`config.mk`:
```
export PLATFORM = sky130hd
export DESIGN_NAME = hex_text_midi_line_parser_core
export DESIGN_NICKNAME = d
export VERILOG_FILES = /design/src/hw/rtl/hexmidi_pkg.sv /design/src/hw/rtl/hexmidi_step.sv /design/src/hw/rtl/hex_text_midi_line_parser_core.sv
export SDC_FILE = /design/constraint.sdc
export NUM_CORES = 1
export LEC_CHECK = 0
export ABC_CLOCK_PERIOD_IN_PS = 3680
export BUFFER_PORTS_ARGS = -buffer_cell sky130_fd_sc_hd__buf_2
export CORE_MARGIN = 1
export CORE_UTILIZATION = 55
export CTS_CLUSTER_DIAMETER = 120
export DETAILED_ROUTE_END_ITERATION = 8
export PLACE_DENSITY = 0.77
export SYNTH_ARGS = -nofsm -noshare
export SYNTH_HDL_FRONTEND = slang
export SYNTH_SLANG_ARGS = --single-unit
```
`constraint.sdc`:
```
create_clock -name clk -period 3.68 [get_ports clk]
set_input_delay 0.368 -clock clk [delete_from_list [all_inputs] [get_ports clk]]
set_output_delay 0.368 -clock clk [all_outputs]
set_load 0.05 [all_outputs]
```
`src/hw/rtl/hexmidi_pkg.sv`:
```
// ----------------------------------------------------------------------------
// hexmidi_pkg: shared types, codes and helpers of the hex text MIDI parser
// Parse state and event types, phase and event codes, character classes,
// and the number-field steps used by the per-character update.
// ----------------------------------------------------------------------------
package hexmidi_pkg;

  // parse phase codes
  localparam logic [2:0] PH_SKIP   = 3'd0;
  localparam logic [2:0] PH_SIGN   = 3'd1;
  localparam logic [2:0] PH_ZERO   = 3'd2;
  localparam logic [2:0] PH_PREFIX = 3'd3;
  localparam logic [2:0] PH_DIGITS = 3'd4;
  localparam logic [2:0] PH_DONE   = 3'd5;

  // event kinds
  localparam logic [1:0] EV_NOTE_ON      = 2'd0;
  localparam logic [1:0] EV_NOTE_OFF     = 2'd1;
  localparam logic [1:0] EV_SUSTAIN_ON   = 2'd2;
  localparam logic [1:0] EV_SUSTAIN_OFF  = 2'd3;

  // characters
  localparam logic [7:0] CH_NUL   = 8'h00;
  localparam logic [7:0] CH_TAB   = 8'h09;
  localparam logic [7:0] CH_LF    = 8'h0A;
  localparam logic [7:0] CH_VT    = 8'h0B;
  localparam logic [7:0] CH_FF    = 8'h0C;
  localparam logic [7:0] CH_CR    = 8'h0D;
  localparam logic [7:0] CH_SPACE = 8'h20;
  localparam logic [7:0] CH_PLUS  = 8'h2B;
  localparam logic [7:0] CH_MINUS = 8'h2D;
  localparam logic [7:0] CH_ZERO  = 8'h30;
  localparam logic [7:0] CH_X_UC  = 8'h58;
  localparam logic [7:0] CH_X_LC  = 8'h78;

  // MIDI values
  localparam logic [7:0] ST_NOTE_OFF  = 8'h80;
  localparam logic [7:0] ST_NOTE_ON   = 8'h90;
  localparam logic [7:0] ST_CTRL      = 8'hB0;
  localparam logic [7:0] CC_SUSTAIN   = 8'h40;
  localparam logic [7:0] SUSTAIN_THR  = 8'd64;
  localparam logic [1:0] BYTES_NEEDED = 2'd3;

  typedef struct packed {
    logic [2:0]      phase;
    logic [1:0]      idx;
    logic [7:0]      acc;
    logic            neg;
    logic [2:0][7:0] bytes;
    logic            failed;
  } parse_t;

  typedef struct packed {
    logic [1:0] kind;
    logic [7:0] note;
    logic [7:0] vel;
  } evt_t;

  // line length control from the step logic to the length counter
  typedef struct packed {
    logic inc;
    logic clr;
  } len_ctl_t;

  // {valid, nibble}
  function automatic logic [4:0] hex_value(input logic [7:0] c);
    logic [4:0] r;
    r = 5'd0;
    if (c >= 8'h30 && c <= 8'h39) r = {1'b1, 4'(c - 8'h30)};
    else if (c >= 8'h61 && c <= 8'h66) r = {1'b1, 4'(c - 8'h57)};
    else if (c >= 8'h41 && c <= 8'h46) r = {1'b1, 4'(c - 8'h37)};
    return r;
  endfunction

  function automatic logic is_blank(input logic [7:0] c);
    return c == CH_SPACE || c == CH_TAB || c == CH_VT || c == CH_FF ||
           c == CH_LF || c == CH_CR;
  endfunction

  // close the pending number and store it
  function automatic parse_t finish_number(input parse_t s);
    parse_t     t;
    logic [7:0] v;
    t = s;
    v = s.neg ? 8'(8'd0 - s.acc) : s.acc;
    if (s.idx < BYTES_NEEDED) begin
      case (s.idx)
        2'd0:    t.bytes[0] = v;
        2'd1:    t.bytes[1] = v;
        default: t.bytes[2] = v;
      endcase
      t.idx = 2'(s.idx + 2'd1);
    end
    t.phase = (t.idx >= BYTES_NEEDED) ? PH_DONE : PH_SKIP;
    return t;
  endfunction

  // first character of a field
  function automatic parse_t start_field(input parse_t s, input logic [7:0] c);
    parse_t     t;
    logic [4:0] d;
    t = s;
    d = hex_value(c);
    if (!is_blank(c)) begin
      t.acc = 8'd0;
      t.neg = 1'b0;
      if (c == CH_PLUS) begin
        t.phase = PH_SIGN;
      end else if (c == CH_MINUS) begin
        t.neg   = 1'b1;
        t.phase = PH_SIGN;
      end else if (c == CH_ZERO) begin
        t.phase = PH_ZERO;
      end else if (d[4]) begin
        t.acc   = {4'd0, d[3:0]};
        t.phase = PH_DIGITS;
      end else if (c == CH_NUL) begin
        t.phase = PH_DONE;
      end else begin
        t.failed = 1'b1;
        t.phase  = PH_DONE;
      end
    end
    return t;
  endfunction

  function automatic parse_t end_and_restart(input parse_t s, input logic [7:0] c);
    parse_t t;
    t = finish_number(s);
    if (c == CH_NUL) t.phase = PH_DONE;
    else if (t.phase != PH_DONE) t = start_field(t, c);
    return t;
  endfunction

endpackage

```
`src/hw/rtl/hexmidi_step.sv`:
```
// ----------------------------------------------------------------------------
// hexmidi_step: per-character update of the line parser
// Combinational: advances the parse state by one character and decides the
// event on newline.
// ----------------------------------------------------------------------------
module hexmidi_step (
  input  logic [7:0]            character,
  input  logic                  line_full,
  input  hexmidi_pkg::parse_t   cur,
  output hexmidi_pkg::parse_t   nxt,
  output hexmidi_pkg::len_ctl_t len_ctl,
  output logic                  emit,
  output hexmidi_pkg::evt_t     evt
);

  hexmidi_pkg::parse_t s;
  hexmidi_pkg::parse_t clr;
  logic [4:0]          d;
  logic [7:0]          st;
  logic [7:0]          d1;
  logic [7:0]          d2;
  logic                ok;

  always_comb begin
    clr        = cur;
    clr.phase  = hexmidi_pkg::PH_SKIP;
    clr.idx    = 2'd0;
    clr.acc    = 8'd0;
    clr.neg    = 1'b0;
    clr.failed = 1'b0;

    s           = cur;
    d           = hexmidi_pkg::hex_value(character);
    len_ctl     = '0;
    emit        = 1'b0;
    evt         = '0;
    ok          = 1'b0;
    st          = 8'd0;
    d1          = 8'd0;
    d2          = 8'd0;

    if (character == hexmidi_pkg::CH_CR) begin
      s = cur;
    end else if (character != hexmidi_pkg::CH_LF) begin
      if (line_full) begin
        // overlong line: drop it and this character
        s           = clr;
        len_ctl.clr = 1'b1;
      end else begin
        len_ctl.inc = 1'b1;
        case (cur.phase)
          hexmidi_pkg::PH_SIGN: begin
            if (character == hexmidi_pkg::CH_ZERO) begin
              s.phase = hexmidi_pkg::PH_ZERO;
            end else if (d[4]) begin
              s.acc   = {4'd0, d[3:0]};
              s.phase = hexmidi_pkg::PH_DIGITS;
            end else begin
              s.failed = 1'b1;
              s.phase  = hexmidi_pkg::PH_DONE;
            end
          end
          hexmidi_pkg::PH_ZERO: begin
            if (character == hexmidi_pkg::CH_X_LC || character == hexmidi_pkg::CH_X_UC) begin
              s.phase = hexmidi_pkg::PH_PREFIX;
            end else if (d[4]) begin
              s.acc   = {4'd0, d[3:0]};
              s.phase = hexmidi_pkg::PH_DIGITS;
            end else begin
              s = hexmidi_pkg::end_and_restart(cur, character);
            end
          end
          hexmidi_pkg::PH_PREFIX, hexmidi_pkg::PH_DIGITS: begin
            if (d[4]) begin
              s.acc   = {cur.acc[3:0], d[3:0]};
              s.phase = hexmidi_pkg::PH_DIGITS;
            end else begin
              s = hexmidi_pkg::end_and_restart(cur, character);
            end
          end
          hexmidi_pkg::PH_SKIP: begin
            s = hexmidi_pkg::start_field(cur, character);
          end
          default: begin
            s = cur;
          end
        endcase
      end
    end else begin
      // newline: close the pending number, decide, start a fresh line
      if (cur.phase inside {hexmidi_pkg::PH_ZERO, hexmidi_pkg::PH_PREFIX,
                            hexmidi_pkg::PH_DIGITS}) begin
        s = hexmidi_pkg::finish_number(cur);
      end else if (cur.phase == hexmidi_pkg::PH_SIGN) begin
        s.failed = 1'b1;
      end
      ok = !s.failed && (s.idx >= hexmidi_pkg::BYTES_NEEDED);
      st = s.bytes[0];
      d1 = s.bytes[1];
      d2 = s.bytes[2];
      len_ctl.clr = 1'b1;
      s.phase  = hexmidi_pkg::PH_SKIP;
      s.idx    = 2'd0;
      s.acc    = 8'd0;
      s.neg    = 1'b0;
      s.failed = 1'b0;
      if (ok) begin
        if (st == hexmidi_pkg::ST_NOTE_OFF ||
            (st == hexmidi_pkg::ST_NOTE_ON && d2 == 8'd0)) begin
          emit     = 1'b1;
          evt.kind = hexmidi_pkg::EV_NOTE_OFF;
          evt.note = d1;
        end else if (st == hexmidi_pkg::ST_NOTE_ON) begin
          emit     = 1'b1;
          evt.kind = hexmidi_pkg::EV_NOTE_ON;
          evt.note = d1;
          evt.vel  = d2;
        end else if (st == hexmidi_pkg::ST_CTRL && d1 == hexmidi_pkg::CC_SUSTAIN) begin
          emit     = 1'b1;
          evt.kind = (d2 >= hexmidi_pkg::SUSTAIN_THR) ? hexmidi_pkg::EV_SUSTAIN_ON
                                                      : hexmidi_pkg::EV_SUSTAIN_OFF;
        end
      end
    end
    nxt = s;
  end

endmodule

```
`src/hw/rtl/hex_text_midi_line_parser_core.sv`:
```
// ----------------------------------------------------------------------------
// hex_text_midi_line_parser_core: hex text to MIDI event parser
// Turns lines like "90 3c 7f" into note on/off and sustain events.
// ----------------------------------------------------------------------------
// Takes one text character per beat and parses it on the fly; a newline
// closes the line and yields at most one event (note on, note off, sustain
// on/off) built from three hex bytes. Carriage returns are ignored and an
// overlong line (LINE_BUFFER_BYTES-1 kept characters, then one more) is
// discarded. Throughput is one character per clock while the input is not
// stalled: a character is captured in the input register, the parse state is
// updated from it, and an event lands in the output register at the same
// edge as that parse state update. The input stalls only while the output
// register holds an event that is stalled.
module hex_text_midi_line_parser_core #(
  parameter int LINE_BUFFER_BYTES = 16
) (
  input  logic       clk,
  input  logic       rst_n,
  input  logic       in_valid,
  output logic       in_stall,
  input  logic [7:0] in_character,
  output logic       out_valid,
  input  logic       out_stall,
  output logic [1:0] out_event_kind,
  output logic [7:0] out_note_number,
  output logic [7:0] out_velocity
);

  localparam int LEN_W = $clog2(LINE_BUFFER_BYTES);
  localparam logic [LEN_W-1:0] LEN_MAX = LEN_W'(LINE_BUFFER_BYTES - 1);

  // input register
  logic                  v1_r;
  logic [7:0]            ch1_r;

  // line and parse state
  logic [LEN_W-1:0]      len_r;
  logic [LEN_W-1:0]      len_nxt;
  hexmidi_pkg::parse_t   st_r;
  hexmidi_pkg::parse_t   st_nxt;

  // output register
  logic                  out_valid_r;
  hexmidi_pkg::evt_t     evt_r;

  hexmidi_pkg::len_ctl_t len_ctl;
  hexmidi_pkg::evt_t     evt;
  logic                  emit;
  logic                  blocked;
  logic                  proc;

  // a held event that cannot leave freezes the input stage
  assign blocked  = out_valid_r && out_stall;
  assign proc     = v1_r && !blocked;
  assign in_stall = v1_r && blocked;

  hexmidi_step u_step (
    .character (ch1_r),
    .line_full (len_r == LEN_MAX),
    .cur       (st_r),
    .nxt       (st_nxt),
    .len_ctl   (len_ctl),
    .emit      (emit),
    .evt       (evt)
  );

  always_comb begin
    len_nxt = len_r;
    if (len_ctl.clr) len_nxt = '0;
    else if (len_ctl.inc) len_nxt = LEN_W'(len_r + 1'b1);
  end

  always_ff @(posedge clk) begin
    if (!rst_n) begin
      v1_r <= 1'b0;
    end else if (!in_stall) begin
      v1_r <= in_valid;
    end
  end

  always_ff @(posedge clk) begin
    if (!in_stall && in_valid) begin
      ch1_r <= in_character;
    end
  end

  always_ff @(posedge clk) begin
    if (!rst_n) begin
      len_r <= '0;
      st_r  <= '0;
    end else if (proc) begin
      len_r <= len_nxt;
      st_r  <= st_nxt;
    end
  end

  always_ff @(posedge clk) begin
    if (!rst_n) begin
      out_valid_r <= 1'b0;
    end else if (proc && emit) begin
      out_valid_r <= 1'b1;
    end else if (!out_stall) begin
      out_valid_r <= 1'b0;
    end
  end

  always_ff @(posedge clk) begin
    if (proc && emit) begin
      evt_r <= evt;
    end
  end

  assign out_valid       = out_valid_r;
  assign out_event_kind  = evt_r.kind;
  assign out_note_number = evt_r.note;
  assign out_velocity    = evt_r.vel;

  // a newline always leaves an empty line and a fresh parse
  assert property (@(posedge clk) disable iff (!rst_n)
    (proc && ch1_r == hexmidi_pkg::CH_LF) |=>
      (len_r == '0 && st_r.phase == hexmidi_pkg::PH_SKIP && st_r.idx == 2'd0))
    else $error("line state not cleared after newline");

  // events only come from a processed newline
  assert property (@(posedge clk) disable iff (!rst_n)
    (proc && emit) |-> (ch1_r == hexmidi_pkg::CH_LF))
    else $error("event raised on a non-newline character");

  // kept line length never passes the buffer limit
  assert property (@(posedge clk) disable iff (!rst_n)
    len_r <= LEN_MAX)
    else $error("line length out of range");

endmodule
```
==> results of run 1 <==
## logic make-up after synthesis
group | Yosys count | share of synthesized area [%]
buf+inv | 41 | 4.63
flops | 71 | 41.7
fa+ha+maj | 7 | 2.17
mux | 14 | 3.51
simple gates | 159 | 22.0
compound gates | 122 | 22.7
xor+xnor | 14 | 3.23
## critical path, delay by kind of cell, from the launching register on
kind,cells,cell delay [ns]
compound gates,3,0.75
fa+ha+maj,1,0.33
buf+inv,2,0.39
flops,1,0.43
mux,1,0.37
simple gates,2,0.54
## Yosys cell counts (all sizes together), types with 4 or more instances
cell and n:
a211oi 16, a21boi 8, a21oi 13, a31oi 10, a32o 4, buf 12
clkbuf 13, dfxtp 45, edfxtp 26, ha 7, inv 16, mux2i 13
nand2 34, nand2b 7, nand3 25, nand4 6, nor2 39, nor2b 5
nor3 7, nor4 6, nor4b 4, o21ai 34, o32ai 7, or2 4
xnor2 11
## metal layers
layer	vias up	share of wire [%]	global-route usage (%)
met4	0	2.9	12.1
li1	1652	-	-
met5	-	0	0
met3	21	4.5	3.96
met1	1660	47	35.1
met2	124	46	39.7
## worst paths after layout
kind                                     end  slack [ns]  depth (start not counted)
max          out_event_kind[0]$_SDFFCE_PP0P_        0.56                          9
min                       ch1_r[3]$_DFFE_PP_        0.19                          1
max reg2reg  out_event_kind[0]$_SDFFCE_PP0P_        0.56                          9
min reg2reg             st_r[4]$_SDFFE_PN0P_        0.48                          2
## power by group through the flow
stage	Sequential (mW)	Combinational [mW]	Clock (mW)
6_report	0.839	0.105	0.645
5_1_grt	0.842	0.114	0.682
4_1_cts	0.838	0.103	0.647
3_5_place_dp	0.857	0.102	0
3_3_place_gp	0.856	0.100	0
2_1_floorplan	0.845	0.0863	0
## state kept, by name, indices dropped and copies added (netlist names)
signal	count
st_r	39
ch1_r	8
out_note_number	8
out_velocity	8
len_r	4
out_event_kind	2
out_valid	1
v1_r	1
## area by class of cell
class | instances | share of cell area, %
sequential | 71 | 38.1
tap | 96 | 2.72
clock inverter | 7 | 1.76
inverter | 16 | 1.36
multi-input combinational | 316 | 48.9
clock buffer | 9 | 2.80
timing repair buffer | 36 | 4.36
## metrics by stage
stage | instances | worst slack (ns) | utilization, %
after floorplan | 428 | 0.673 | -
after global placement | 535 | 0.776 | 60.7
after detailed placement | 535 | 0.604 | 60.7
after CTS | 551 | 0.600 | 63.6
after global routing | 551 | 0.371 | 63.6
final | 551 | 0.558 | 63.6
==> results by group, run 1 <==
Run status
  – Status: finished, final reports clean

Clock tree
  – Clock Latency Late Sink: 0.35 ns
  – Root buf cell: clkbuf_8
  – CTS tree: yes
  – H-tree levels: 3
  – Hold_buf cts: 0
  – Clock buffers created by TritonCTS: 9
  – Clk sinks: 71
  – CTS resizes: 0
  – Clock buffer depth: 2
  – Clk slew on worst S/H paths: 0.08 ns
  – Post-CTS setup buffer count: 0

Yosys
  – Post-synth top area share: 22.4%
  – Fraction of registers with async set/reset: 0%
  – Ys Warns: 0
  – Primary FF master, synth: dfxtp_1
  – Cell taking the most area after synthesis: dfxtp_1
  – Syn_nets: 447
  – #FFs+latches synth: 71
  – Post-synthesis sequential area ratio: 41.7%
  – Mapped Area: 4030 µm²
  – Post-synth EDFFs: 26
  – Mapped Avg Cell Area: 9.42 µm²
  – Most area-consuming cells after synthesis: dfxtp_1 (22%), edfxtp_1 (19%), nor2_1 (3.5%), mux2i_1 (3.2%), nand3_1 (3.0%)
  – Synth cell types: 84
  – Syn Inst Count: 428

Power and ir drop
  – Combinational Power Share: 6.6%
  – Psw: 0.409 mW
  – Pint: 1.18 mW
  – Power density over the cells: 360 nW/µm²
  – Switching Fraction: 25.8%
  – Peak supply drop: 0.000256 V
  – Total power: 1.59 mW
  – Leakage: 1.51 nW
  – Clk pwr share: 40.6%
  – Sequential Power Share: 52.8%

STA
  – Setup Viol. Count Final: 0
  – Hold Vio Cnt, Final: 0
  – Fmax: 320 MHz
  – Hold Slack: 0.192 ns
  – Minimum clock period: 3.12 ns
  – Tightest Pin Transition: 0.700 ns
  – Clock Skews: 0.00979 ns
  – Tcrit/Tclk final: 84.8%
  – Fin. max-slew vios: 0
  – RSZ-0062 raised after global routing: false
  – Worst slew margin: 53.2%
  – TNS Setup: 0 ns

Die
  – FP Rows: 30
  – Num ports: 32
  – Starting Density: 58.0%
  – Core footprint: 6940 µm²
  – Die area: 7670 µm²
  – Die Width: 87.6 µm
  – Chip Height: 87.6 µm

Worst setup path
  – Type of origin of the critical path: register
  – Worst path max stage delay: 0.43 ns
  – Critical Path Start: st_r[26]$_SDFFE_PN0P_
  – Crit path cell chain: inv_1 -> ha_1 -> nor3b_1 -> mux2_2 -> o32ai_1 -> nand4_1 -> a211oi_2 -> o2111a_1 -> buf_4
  – FF-to-FF Start: st_r[26]$_SDFFE_PN0P_
  – Critical path class: reg2reg
  – CP max-delay cell: dfxtp_1
  – CP required: 3.72 ns
  – Crit end category: register
  – Worst-path maximum fanout: 18
  – Worst Path Arrival: 3.16 ns

Cells and area
  – Commonest non-fill, non-tap cell in the layout: dfxtp_1
  – Area of the multi-input gates: 2160 µm²
  – Inserted Diodes: 0
  – Final nets: 469
  – Area grow syn2layout: 9.62%
  – FILL cells: 569
  – Fin area: 4420 µm²
  – Most frequent cells in the layout: dfxtp_1 (45), nor2_1 (38), nand2_1 (31), buf_2 (31), edfxtp_1 (26)
  – Layout cells sized above 1: 18.0%
  – Register Area: 1680 µm²

Placement
  – Placed cell areas: 4220 µm²
  – Detailed placer's ending HPWL: 6810 µm
  – Routability congestion estimate from global placement: 0.954
  – PortBufs: 31

Route
  – Post-route ant nets: 0
  – Via count: 3457
  – Routed len/inst: 16.6 µm
  – First-pass iteration count of the detailed router: 5
  – Routed wire length: 9150 µm
  – Vias per std cell: 6.27
  – Iteration-0 DRC Markers: 281
  – DRC Markers: 0

Hold path
  – Min-Delay Path Class: in2reg
  – HP Start: in_character[3]

GRT
  – GRT Residual Overflow: 0
  – GRT Overall Usage: 25.6%
  – Initial antenna violation count: 0
  – Vias in the first global route: 3031
  – Largest net degree at the start of global routing: 28
  – Global-route wire length before repair: 15000 µm

Run
  – Max-cap violations: 0
No activity file was read; power rests on OpenSTA's default activity.
==> run 2: changes to the inputs <==
--- a/config.mk
+++ b/config.mk
@@ -5,7 +5,7 @@
 export SDC_FILE = /design/constraint.sdc
 export NUM_CORES = 1
 export LEC_CHECK = 0
-export ABC_CLOCK_PERIOD_IN_PS = 3680
+export ABC_CLOCK_PERIOD_IN_PS = 2900
 export BUFFER_PORTS_ARGS = -buffer_cell sky130_fd_sc_hd__buf_2
 export CORE_MARGIN = 1
 export CORE_UTILIZATION = 55
==> constraint.sdc (replaced) <==
create_clock -name clk -period 2.9 [get_ports clk]
set_input_delay 0.29 -clock clk [delete_from_list [all_inputs] [get_ports clk]]
set_output_delay 0.29 -clock clk [all_outputs]
set_load 0.05 [all_outputs]
==> run 2 against run 1 <==
Against the previous run: global-route usage up 1.3 points; clock skew is 0.0013 ns higher; via count up 0.40%; final area up 3.0%; clock power is 18% higher; first-iteration DRC count up 0.71%; largest cell class unchanged; largest power group unchanged; highest routed layer unchanged.
==> results by group, run 2 (synthesis gave the netlist of run 1 again) <==
GRT
  – Vias in the first global route: 3107 (was 3031)
  – GRT Residual Overflow: 0 (unchanged)
  – Largest net degree at the start of global routing: 49 (was 28)
  – Initial antenna violation count: 0 (unchanged)
  – GRT Overall Usage: 26.9% (was 25.6%)
  – Global-route wire length before repair: 15600 µm (was 15000 µm)

Clock tree
  – CTS tree: yes (unchanged)
  – Root buf cell: clkbuf_8 (unchanged)
  – Clock buffer depth: 2 (unchanged)
  – Clk sinks: 71 (unchanged)
  – Clock buffers created by TritonCTS: 9 (unchanged)
  – H-tree levels: 3 (unchanged)
  – Hold_buf cts: 0 (unchanged)
  – Clk slew on worst S/H paths: 0.08 ns (about the same)
  – Clock Latency Late Sink: 0.36 ns (was 0.35 ns)

Die
  – Num ports: 32 (unchanged)
  – Chip Height: 87.6 µm (unchanged)
  – Die area: 7670 µm² (unchanged)
  – FP Rows: 30 (unchanged)
  – Starting Density: 58.0% (unchanged)
  – Core footprint: 6940 µm² (unchanged)
  – Die Width: 87.6 µm (unchanged)

Power and ir drop
  – Power density over the cells: 432 nW/µm² (was 360 nW/µm²)
  – Leakage: 1.59 nW (was 1.51 nW)
  – Total power: 1.97 mW (was 1.59 mW)
  – Peak supply drop: 0.000343 V (was 0.000256 V)

Cells and area
  – Max reg flops: 39 (unchanged)
  – FILL cells: 560 (was 569)
  – Final nets: 484 (was 469)
  – Most frequent cells in the layout: dfxtp_1 (45), nor2_1 (37), nand2_1 (31), buf_2 (31), edfxtp_1 (26) (was dfxtp_1 (45), nor2_1 (38), nand2_1 (31), buf_2 (31), edfxtp_1 (26))
  – Area grow syn2layout: 12.9% (was 9.62%)
  – Commonest non-fill, non-tap cell in the layout: dfxtp_1 (unchanged)
  – Inserted Diodes: 0 (unchanged)
  – Biggest register: st_r (unchanged)
  – Layout cells sized above 1: 21.1% (was 18.0%)

Route
  – Routed wire length: 9620 µm (was 9150 µm)
  – Iteration-0 DRC Markers: 283 (was 281)
  – Post-route ant nets: 0 (unchanged)
  – DRC Markers: 0 (unchanged)
  – Via count: 3471 (was 3457)
  – First-pass iteration count of the detailed router: 5 (unchanged)
  – Routed len/inst: 17.0 µm (was 16.6 µm)
  – Vias per std cell: 6.13 (was 6.27)

Worst setup path
  – Worst-path maximum fanout: 6 (was 18)
  – Type of origin of the critical path: register (unchanged)
  – CP max-delay cell: edfxtp_1 (was dfxtp_1)
  – FF-to-FF Start: ch1_r[0]$_DFFE_PP_ (was st_r[26]$_SDFFE_PN0P_)
  – Setup slack, reg-to-reg: 0.16 ns (was 0.56 ns)
  – FF-to-FF End: st_r[30]$_SDFFE_PN0P_ (was out_event_kind[0]$_SDFFCE_PP0P_)
  – CP required: 3.12 ns (was 3.72 ns)
  – Critical Path Start: ch1_r[0]$_DFFE_PP_ (was st_r[26]$_SDFFE_PN0P_)
  – Critical path class: reg2reg (unchanged)
  – Reg2reg path depth: 9 (unchanged)
  – Worst setup endpoint: st_r[30]$_SDFFE_PN0P_ (was out_event_kind[0]$_SDFFCE_PP0P_)
  – Worst path max stage delay: 0.47 ns (was 0.43 ns)
  – Crit end category: register (unchanged)
  – Worst Path Arrival: 2.96 ns (was 3.16 ns)
  – Crit-path most repeated cell: a21oi_1
  – Crit path cell chain: inv_1 -> ha_1 -> or3_1 -> a21oi_1 -> o22ai_1 -> a21oi_1 -> o21ai_2 -> o21ai_1 -> o32ai_1 (was inv_1 -> ha_1 -> nor3b_1 -> mux2_2 -> o32ai_1 -> nand4_1 -> a211oi_2 -> o2111a_1 -> buf_4)

STA
  – Hold Vio Cnt, Final: 0 (unchanged)
  – Minimum clock period: 2.74 ns (was 3.12 ns)
  – RSZ-0062 raised after global routing: false (unchanged)
  – Tcrit/Tclk final: 94.6% (was 84.8%)
  – Worst slew margin: 54.6% (was 53.2%)
  – Clock Skews: 0.0111 ns (was 0.00979 ns)
  – Tightest Pin Transition: 0.680 ns (was 0.700 ns)
  – Fmax: 365 MHz (was 320 MHz)
  – Fin. max-slew vios: 0 (unchanged)
  – TNS Setup: 0 ns (unchanged)
  – Setup Viol. Count Final: 0 (unchanged)
  – Hold Slack: 0.104 ns (was 0.192 ns)

Hold path
  – Min-Delay Path Class: in2reg (unchanged)

Run
  – Max-cap violations: 0 (unchanged)

Placement
  – Detailed placer's ending HPWL: 6990 µm (was 6810 µm)
  – Routability congestion estimate from global placement: 0.938 (was 0.954)
  – PortBufs: 31 (unchanged)

Run status
  – Status: finished, final reports clean (unchanged)
## run 2: through the flow
| step | instance area [µm²] | setup slack [ns] | util, % | instances |
|---|---|---|---|---|
| final | 4550 | 0.158 | 65.5 | 566 |
| after global routing | 4550 | 0.00774 | 65.5 | 566 |
| after CTS | 4500 | 0.0485 | 64.8 | 564 |
| after detailed placement | 4320 | 0.0651 | 62.1 | 548 |
| after global placement | 4320 | 0.173 | 62.1 | 548 |
| after floorplan | 4030 | 0.0800 | - | 428 |
## run 2: power breakdown
part           switching [mW]  internal, mW
logic                  0.0903        0.0579
clock network           0.431         0.326
registers              0.0201          1.04
## run 2: area by class of cell
cell class	instances	area, µm²	share of cell area [%]
clock buffer	9	124	2.72
timing repair buffer	51	330	7.26
clock inverter	7	61.3	1.35
sequential	71	1680	37.0
inverter	16	60.1	1.32
multi-input combinational	316	2170	47.8
tap	96	120	2.64
## run 2: routing by layer
metal / GRT usage, % / share of wire [%] / wire [µm] / up-vias
met3: 5.84 / 4.9 / 471 / 21
met1: 36.0 / 46 / 4380 / 1664
met5: 0 / 0 / 0 / -
met2: 41.7 / 46 / 4470 / 107
li1: - / - / - / 1679
met4: 12.7 / 3.1 / 301 / 0
## run 2: worst max-delay path, delay by kind of cell, from the launching register on
| kind | cells | cell delay, ns |
|---|---|---|
| flops | 1 | 0.47 |
| fa+ha+maj | 1 | 0.25 |
| buf+inv | 1 | 0.14 |
| compound gates | 6 | 1.44 |
| simple gates | 1 | 0.31 |
## run 2: timing repair
item,4_1_cts,5_1_grt
setup endpoints to repair,0,37
gates resized for setup,0,2
setup buffers,0,2
## run 2: how the worst min path moves through the flow
stage | to | from | slack (ns) | cells past startpoint
global route | ch1_r[1]$_DFFE_PP_ | in_character[1] | 0.08 | 1
global placement | st_r[8]$_SDFFE_PN0P_ | st_r[8]$_SDFFE_PN0P_ | 0.45 | 2
floorplan | ch1_r[0]$_DFFE_PP_ | in_character[0] | 0.39 | 0
finish | ch1_r[1]$_DFFE_PP_ | in_character[1] | 0.10 | 1
detailed placement | st_r[5]$_SDFFE_PN0P_ | st_r[5]$_SDFFE_PN0P_ | 0.47 | 2
CTS | ch1_r[1]$_DFFE_PP_ | in_character[1] | 0.09 | 1
